### src/pptraj_pkg.sv
// Shared types, constants and field offsets of the trajectory evaluator.
`default_nettype none
package pptraj_pkg;
   localparam int MAX_SEGMENTS_DEF = 8;
   localparam int POLY_TERMS_DEF   = 8;
   localparam int AXES             = 3;
   localparam int NUM_POLY         = 6;
   localparam int COEF_W           = 64;
   localparam int TIME_W           = 48;
   localparam int POS_W            = 32;
   localparam int E_W              = 50;
   localparam int MAG_W            = 64;
   localparam int PROD_W           = 128;
   localparam int CHUNK_W          = 16;
   localparam int MUL_STEPS        = MAG_W / CHUNK_W;
   localparam int FRAC_SH          = 16;
   localparam int BADDR_MAX_W      = 7;
   localparam int K_MAX_W          = 4;

   localparam int CSR_IDX_W  = 2;
   localparam int CSR_DATA_W = 32;
   localparam logic [CSR_IDX_W-1:0] CSR_SEGS   = 2'd0;
   localparam logic [CSR_IDX_W-1:0] CSR_ZHOLD  = 2'd1;
   localparam logic [CSR_IDX_W-1:0] CSR_HEIGHT = 2'd2;

   localparam int REQ_DATA_W = 224;
   localparam int REQ_USER_W = 2;
   localparam int RSP_DATA_W = 200;

   localparam int F_AXIS = 0;
   localparam int F_SEG  = 2;
   localparam int F_CIDX = 5;
   localparam int F_CVAL = 8;
   localparam int F_BIDX = 72;
   localparam int F_TIME = 76;
   localparam int F_MX   = 124;
   localparam int F_MY   = 156;

   typedef enum logic [1:0] {
      FUNC_COEF  = 2'd0,
      FUNC_BOUND = 2'd1,
      FUNC_ODOM  = 2'd2,
      FUNC_NONE  = 2'd3
   } func_type;

   typedef enum logic [2:0] {
      B_NONE  = 3'd0,
      B_LAST  = 3'd1,
      B_PREV  = 3'd2,
      B_FIRST = 3'd3,
      B_SCAN  = 3'd4
   } bop_type;

   typedef struct packed {
      logic                   take_start;
      logic                   take_odo;
      logic                   b_rd;
      logic [BADDR_MAX_W-1:0] b_addr;
      bop_type                bop;
      logic                   sel_seg;
      logic                   c_rd;
      logic [1:0]             axis;
      logic [K_MAX_W-1:0]     k;
      logic                   is_vel;
      logic                   first;
      logic                   c_lat;
      logic                   mul_step;
      logic                   mul_fin;
      logic                   add;
      logic                   store;
      logic [2:0]             p;
      logic                   publish;
   } dp_cmd_type;

   typedef struct packed {
      logic [BADDR_MAX_W-1:0] n_eff;
      logic                   started;
      logic                   rsp_free;
   } dp_status_type;
endpackage
`default_nettype wire

### src/pptraj_ctrl.sv
// Sequencer: boundary search, Horner steps and multiplier iterations.
`default_nettype none
module pptraj_ctrl #(
   parameter int MAX_SEGMENTS = pptraj_pkg::MAX_SEGMENTS_DEF,
   parameter int POLY_TERMS   = pptraj_pkg::POLY_TERMS_DEF
) (
   input  logic                      clock,
   input  logic                      reset,
   input  logic                      req_accept,
   input  pptraj_pkg::func_type      req_func,
   input  pptraj_pkg::dp_status_type status,
   output logic                      req_ready,
   output pptraj_pkg::dp_cmd_type    cmd
);
   import pptraj_pkg::*;

   localparam int JW  = $clog2(MAX_SEGMENTS + 3);
   localparam int KW  = $clog2(POLY_TERMS);
   localparam int MCW = $clog2(MUL_STEPS);
   localparam logic [2:0] P_LAST = 3'(NUM_POLY - 1);
   localparam logic [2:0] P_VEL  = 3'(AXES);

   typedef enum logic [9:0] {
      S_IDLE  = 10'b0000000001,
      S_BRD   = 10'b0000000010,
      S_BWAIT = 10'b0000000100,
      S_SEL   = 10'b0000001000,
      S_CRD   = 10'b0000010000,
      S_CLAT  = 10'b0000100000,
      S_MRUN  = 10'b0001000000,
      S_MFIN  = 10'b0010000000,
      S_ADD   = 10'b0100000000,
      S_STORE = 10'b1000000000
   } state_type;

   // result hand-off waits in H_DONE
   typedef enum logic {
      H_RUN  = 1'b0,
      H_DONE = 1'b1
   } hold_type;

   state_type        state_ff, state_in;
   hold_type         hold_ff, hold_in;
   logic [JW-1:0]    j_ff, j_in;
   logic [2:0]       p_ff, p_in;
   logic [KW-1:0]    k_ff, k_in;
   logic [MCW-1:0]   mc_ff, mc_in;
   logic             is_vel;
   logic [KW-1:0]    k_last;
   logic [JW-1:0]    j_last;

   assign is_vel = (p_ff >= P_VEL);
   assign k_last = is_vel ? KW'(POLY_TERMS - 2) : KW'(POLY_TERMS - 1);
   assign j_last = JW'(status.n_eff) + JW'(2);

   always_comb begin
      state_in   = state_ff;
      hold_in    = hold_ff;
      j_in       = j_ff;
      p_in       = p_ff;
      k_in       = k_ff;
      mc_in      = mc_ff;
      req_ready  = 1'b0;
      cmd        = '0;
      cmd.axis   = is_vel ? 2'(p_ff - P_VEL) : 2'(p_ff);
      cmd.k      = K_MAX_W'(k_ff);
      cmd.is_vel = is_vel;
      cmd.first  = (k_ff == '0);
      cmd.p      = p_ff;

      if (hold_ff == H_DONE) begin
         if (status.rsp_free) begin
            cmd.publish = 1'b1;
            hold_in     = H_RUN;
            state_in    = S_IDLE;
         end
      end else begin
         unique case (state_ff)
            S_IDLE: begin
               req_ready = 1'b1;
               if (req_accept && req_func == FUNC_ODOM) begin
                  if (status.started) begin
                     cmd.take_odo = 1'b1;
                     j_in         = '0;
                     state_in     = S_BRD;
                  end else begin
                     cmd.take_start = 1'b1;
                  end
               end
            end
            S_BRD: begin
               cmd.b_rd = 1'b1;
               if (j_ff == JW'(0)) begin
                  cmd.b_addr = status.n_eff;
                  cmd.bop    = B_LAST;
               end else if (j_ff == JW'(1)) begin
                  cmd.b_addr = status.n_eff - BADDR_MAX_W'(1);
                  cmd.bop    = B_PREV;
               end else if (j_ff == JW'(2)) begin
                  cmd.b_addr = '0;
                  cmd.bop    = B_FIRST;
               end else begin
                  cmd.b_addr = BADDR_MAX_W'(j_ff - JW'(2));
                  cmd.bop    = B_SCAN;
               end
               if (j_ff == j_last) begin
                  state_in = S_BWAIT;
               end else begin
                  j_in = j_ff + JW'(1);
               end
            end
            S_BWAIT: begin
               state_in = S_SEL;
            end
            S_SEL: begin
               cmd.sel_seg = 1'b1;
               p_in        = '0;
               k_in        = '0;
               state_in    = S_CRD;
            end
            S_CRD: begin
               cmd.c_rd = 1'b1;
               state_in = S_CLAT;
            end
            S_CLAT: begin
               cmd.c_lat = 1'b1;
               if (k_ff == '0) begin
                  if (k_ff == k_last) begin
                     state_in = S_STORE;
                  end else begin
                     k_in     = k_ff + KW'(1);
                     state_in = S_CRD;
                  end
               end else begin
                  mc_in    = '0;
                  state_in = S_MRUN;
               end
            end
            S_MRUN: begin
               cmd.mul_step = 1'b1;
               if (mc_ff == MCW'(MUL_STEPS - 1)) begin
                  state_in = S_MFIN;
               end else begin
                  mc_in = mc_ff + MCW'(1);
               end
            end
            S_MFIN: begin
               cmd.mul_fin = 1'b1;
               state_in    = S_ADD;
            end
            S_ADD: begin
               cmd.add = 1'b1;
               if (k_ff == k_last) begin
                  state_in = S_STORE;
               end else begin
                  k_in     = k_ff + KW'(1);
                  state_in = S_CRD;
               end
            end
            S_STORE: begin
               cmd.store = 1'b1;
               if (p_ff == P_LAST) begin
                  hold_in = H_DONE;
               end else begin
                  p_in     = p_ff + 3'd1;
                  k_in     = '0;
                  state_in = S_CRD;
               end
            end
            default: begin
               state_in = S_IDLE;
            end
         endcase
      end
   end

   always_ff @(posedge clock) begin
      if (reset) begin
         state_ff <= S_IDLE;
         hold_ff  <= H_RUN;
         j_ff     <= '0;
         p_ff     <= '0;
         k_ff     <= '0;
         mc_ff    <= '0;
      end else begin
         state_ff <= state_in;
         hold_ff  <= hold_in;
         j_ff     <= j_in;
         p_ff     <= p_in;
         k_ff     <= k_in;
         mc_ff    <= mc_in;
      end
   end
endmodule
`default_nettype wire

### config.mk
export PLATFORM = sky130hd
export DESIGN_NAME = pptraj_ctrl
export DESIGN_NICKNAME = d
export VERILOG_FILES = /design/src/pptraj_pkg.sv /design/src/pptraj_ctrl.sv
export SDC_FILE = /design/constraint.sdc
export NUM_CORES = 1
export LEC_CHECK = 0
export BUFFER_PORTS_ARGS = -buffer_cell sky130_fd_sc_hd__buf_2
export CORE_UTILIZATION = 50
export CTS_BUF_LIST = sky130_fd_sc_hd__clkbuf_8
export DETAILED_ROUTE_END_ITERATION = 10
export PLACE_DENSITY = 0.77
export SKIP_LAST_GASP = 1
export SLEW_MARGIN = 20
export SYNTH_ARGS = -nofsm -noshare
export SYNTH_HDL_FRONTEND = slang
export SYNTH_SLANG_ARGS = --single-unit
### constraint.sdc
create_clock -name clock -period 1.8 [get_ports clock]
set_input_delay 0.09 -clock clock [delete_from_list [all_inputs] [get_ports clock]]
set_output_delay 0.09 -clock clock [all_outputs]
set_load 0.01 [all_outputs]
==> impl_metrics.sql <==
INSERT INTO impl_metrics (metric_group, metric, value, unit) VALUES
('synthesis', 'synth_area_leaders', 'sky130_fd_sc_hd__dfxtp_1 22%, sky130_fd_sc_hd__ha_1 8.8%, sky130_fd_sc_hd__nor2_1 6.3%, sky130_fd_sc_hd__a21oi_1 3.5%, sky130_fd_sc_hd__o21ai_0 3.5%', ''),
('run', 'timing.max_cap.violations', '0', ''),
('cells_and_area', 'multi_input_comb_area', '1760', 'um^2'),
('synthesis', 'synth-edff-count', '0', ''),
('cells_and_area', 'syn_to_final_growth', '52.2', '%'),
('cells_and_area', 'filler_instances', '241', ''),
('synthesis', 'ys_async_sr_fraction', '0', '%'),
('synthesis', 'commonest_register_cell_after_synthesis', 'sky130_fd_sc_hd__dfxtp_1', ''),
('floorplan', 'ios', '47', ''),
('global_routing', 'grt_usage', '29.5', '%'),
('sta', 'skew', '0.00298', 'ns'),
('floorplan', 'die_area', '4520', 'um^2'),
('sta', 'max_freq', '0.493', 'GHz'),
('outcome', 'outcome', 'finished, violations left', ''),
('sta', 'worst_slew_margin_rel', '66.3', '%'),
('global_routing', 'grt_start_max_net_pins', '16', ''),
('placement', 'preCtsSetupSlack', '-0.236', 'ns'),
('clock_network', 'clock-root-buffer', 'sky130_fd_sc_hd__clkbuf_8', ''),
('pwr', 'static-leakage-power', '1.52', 'nW'),
('floorplan', 'vertical_extent_of_the_die', '67.2', 'um'),
('outcome', 'failed_checks', 'setup timing', ''),
('clock_network', 'worst_skew_pair.late_latency', '0.27', 'ns'),
('worst_setup_path', 'cp_common_cell', 'sky130_fd_sc_hd__buf_6', ''),
('global_routing', 'number_of_antenna_violations_at_the_first_check_in_global_routing', '0', ''),
('clock_network', 'htree_num_levels', '1', ''),
('detailed_routing', 'drtAntennaViolNets', '0', ''),
('synthesis', 'yosysTopAreaCellShare', '21.6', '%'),
('synthesis', 'postSynthNetCount', '300', ''),
('pwr', 'pwr_total', '2.26', 'mW'),
('floorplan', 'floorplan.initialDensity', '52.5', '%'),
('synthesis', 'synth_sequential_area_ratio', '21.6', '%'),
('worst_setup_path', 'crit_path_end_kind', 'flip-flop', ''),
('worst_setup_path', 'cp_cell_sequence', 'buf_6, nor4b_4, nand3_2, buf_6, buf_4, o22ai_4, or3b_4, nand3_1, a21oi_1', ''),
('sta', 'hold_viol_final', '0', ''),
('floorplan', 'core-area', '4060', 'um^2'),
('synthesis', 'synth.lib_cells_used.distinct', '64', ''),
('detailed_routing', 'dr.first_iter.drc_count', '107', ''),
('floorplan', 'fp-row-count', '23', ''),
('global_routing', 'grt-ovfl-total', '0', ''),
('sta', 'worst_pin_slew', '0.505', 'ns'),
('global_routing', 'grt_pass1_vias', '2211', ''),
('synthesis', 'yosys_register_bits', '23', ''),
('sta', 'worst_slack', '-0.227', 'ns'),
('worst_setup_path', 'cp_top_family', 'simple AND/OR/NAND/NOR gates', ''),
('worst_setup_path', 'cp_max_fo', '8', ''),
('clock_network', 'cts_num_sinks', '23', ''),
('worst_setup_path', 'critical_path.n_buffers_inverters', '3', ''),
('sta', 'hold_ws', '0.198', 'ns'),
('worst_setup_path', 'path_class', 'reg -> reg', ''),
('clock_network', 'number_of_buffers_added_by_the_clock_tree_synthesis_step', '3', ''),
('worst_setup_path', 'arrival', '2.22', 'ns'),
('sta', 'layout_min_cycle_time', '2.03', 'ns'),
('sta', 'rsz0062_at_grt', 'true', ''),
('cells_and_area', 'diodes', '0', ''),
('detailed_routing', 'routed_wirelength', '7360', 'um'),
('sta', 'maxSlewViolCount', '0', ''),
('worst_setup_path', 'cp_slowest_cell', 'sky130_fd_sc_hd__dfxtp_4', ''),
('floorplan', 'floorplan.die.width', '67.2', 'um'),
('detailed_routing', 'drt_drc_violations_left', '0', ''),
('sta', 'post-route-period-util', '113', '%'),
('placement', 'dpl_cell_area', '2650', 'um^2'),
('detailed_routing', 'drt_pass1_iterations', '4', ''),
('synthesis', 'syn-cell-area', '2130', 'um^2'),
('placement', 'buffer_ports.inserted', '45', ''),
('worst_setup_path', 'critical_path.max_stage_delay', '0.38', 'ns'),
('worst_setup_path', 'setup.worst_path.start_class', 'flip-flop', ''),
('detailed_routing', 'route.vias.total', '2560', ''),
('cells_and_area', 'area.sequential', '489', 'um^2'),
('sta', 'setup_viol', '35', ''),
('clock_network', 'cts.reportedPaths.clkPinSlew', '0.09', 'ns'),
('clock_network', 'holdBufCountCts', '0', '');
-- flip-flops by register name, indices dropped and copies added (netlist names) --
name	flops
j_ff	4
hold_ff	1
state_ff	10
k_ff	3
p_ff	3
mc_ff	2
-- layer usage --
| metal | global-route usage (%) | vias to the layer above | part of all wire, % |
|---|---|---|---|
| met4 | 17.3 | 0 | 4.9 |
| met2 | 55.4 | 107 | 51 |
| met5 | 0 | - | 0 |
| met1 | 31.4 | 1238 | 39 |
| li1 | - | 1189 | - |
| met3 | 3.21 | 26 | 5.0 |
-- synth_stat cells (all sizes together), types with 3 or more instances --
cell    number
o22ai        3
nor2b        6
xor2         5
buf         10
inv         17
nor2        37
nor4b        3
a41o         4
nand4        6
and2         3
a21oi       15
dfxtp       23
clkbuf       6
a31oi        4
nor4         6
xnor2        3
a211o        3
nand2       21
nand3       13
ha          15
mux2i        3
or3          3
o21ai       16
nor3        12
-- kinds of logic after synthesis --
family	after synthesis	synth area share (%)
buf+inv	33	9.58
other cells	1	0.176
compound gates	62	20.1
xor+xnor	9	4.76
simple gates	125	33.5
mux	3	1.41
fa+ha+maj	15	8.82
flops	23	21.6
-- report_power, final --
part	leakage [nW]	internal [mW]	switching (mW)
Clock	0.0269	0.153	0.189
Combinational	1.30	0.652	0.677
Sequential	0.193	0.541	0.0454
-- placed cells by master, fill, tap and decap left out, types with 3 or more instances in the layout --
| cell type | Yosys | routed |
|---|---|---|
| sky130_fd_sc_hd__nand3_2 | 0 | 5 |
| sky130_fd_sc_hd__o21ai_0 | 15 | 11 |
| sky130_fd_sc_hd__mux2i_1 | 3 | 3 |
| sky130_fd_sc_hd__buf_4 | 2 | 62 |
| sky130_fd_sc_hd__nor3_2 | 0 | 3 |
| sky130_fd_sc_hd__a21oi_1 | 15 | 13 |
| sky130_fd_sc_hd__nor2b_1 | 6 | 5 |
| sky130_fd_sc_hd__nand2_2 | 2 | 3 |
| sky130_fd_sc_hd__dfxtp_2 | 0 | 8 |
| sky130_fd_sc_hd__nor2_1 | 36 | 27 |
| sky130_fd_sc_hd__nand3_1 | 13 | 7 |
| sky130_fd_sc_hd__nor2_4 | 0 | 4 |
| sky130_fd_sc_hd__buf_6 | 5 | 13 |
| sky130_fd_sc_hd__clkbuf_8 | 3 | 3 |
| sky130_fd_sc_hd__ha_1 | 15 | 11 |
| sky130_fd_sc_hd__inv_1 | 17 | 16 |
| sky130_fd_sc_hd__a31oi_1 | 3 | 3 |
| sky130_fd_sc_hd__o21ai_1 | 1 | 3 |
| sky130_fd_sc_hd__nor2_2 | 1 | 6 |
| sky130_fd_sc_hd__dfxtp_1 | 23 | 10 |
| sky130_fd_sc_hd__nor4_4 | 3 | 4 |
| sky130_fd_sc_hd__nand2_1 | 18 | 16 |
| sky130_fd_sc_hd__nor3_1 | 12 | 8 |
| sky130_fd_sc_hd__nand4_1 | 6 | 6 |
| sky130_fd_sc_hd__buf_2 | 3 | 42 |
| sky130_fd_sc_hd__xor2_1 | 5 | 5 |
| sky130_fd_sc_hd__ha_4 | 0 | 4 |
| sky130_fd_sc_hd__dfxtp_4 | 0 | 5 |
| sky130_fd_sc_hd__a211o_1 | 3 | 3 |
| sky130_fd_sc_hd__a41o_1 | 4 | 4 |
-- path summary, 6_finish.rpt --
path | to | startpoint | cells after the start
worst max-delay path | state_ff[7]$_SDFFE_PP0P_ | state_ff[2]$_SDFFE_PP0P_ | 9
worst min-delay path | mc_ff[1]$_SDFFE_PP0P_ | reset | 2
worst max register to register | state_ff[7]$_SDFFE_PP0P_ | state_ff[2]$_SDFFE_PP0P_ | 9
worst min register to register | mc_ff[1]$_SDFFE_PP0P_ | mc_ff[1]$_SDFFE_PP0P_ | 2
-- worst reg2reg max path, delay by kind of cell, from the launching register on --
kind            cells  cell delay, ns
compound gates      2            0.34
buf+inv             3            0.41
flops               1            0.38
simple gates        4            0.82
-- metrics by stage --
step           util [%]  TNS [ns]  instances
2_1_floorplan         -    -0.280        271
3_3_place_gp       65.2     -2.00        397
3_5_place_dp       65.2     -2.77        397
4_1_cts            73.5     -1.90        417
5_1_grt            79.8     -6.87        427
6_report           79.8     -4.20        427
-- cell type report --
type	count	area share, %
clock inverter	1	0.116
tap	50	1.93
sequential	23	15.1
timing repair buffer	117	25.4
inverter	17	1.97
multi-input combinational	216	54.2
clock buffer	3	1.27
-- what timing repair did --
item,CTS,global route
setup endpoints to repair,35,43
cloned,1,0
pin swaps,28,27
setup buffers,16,10
resized for setup,48,45
endpoints found under the hold margin,0,0
Note: power is estimated with default switching activity, not from simulation.
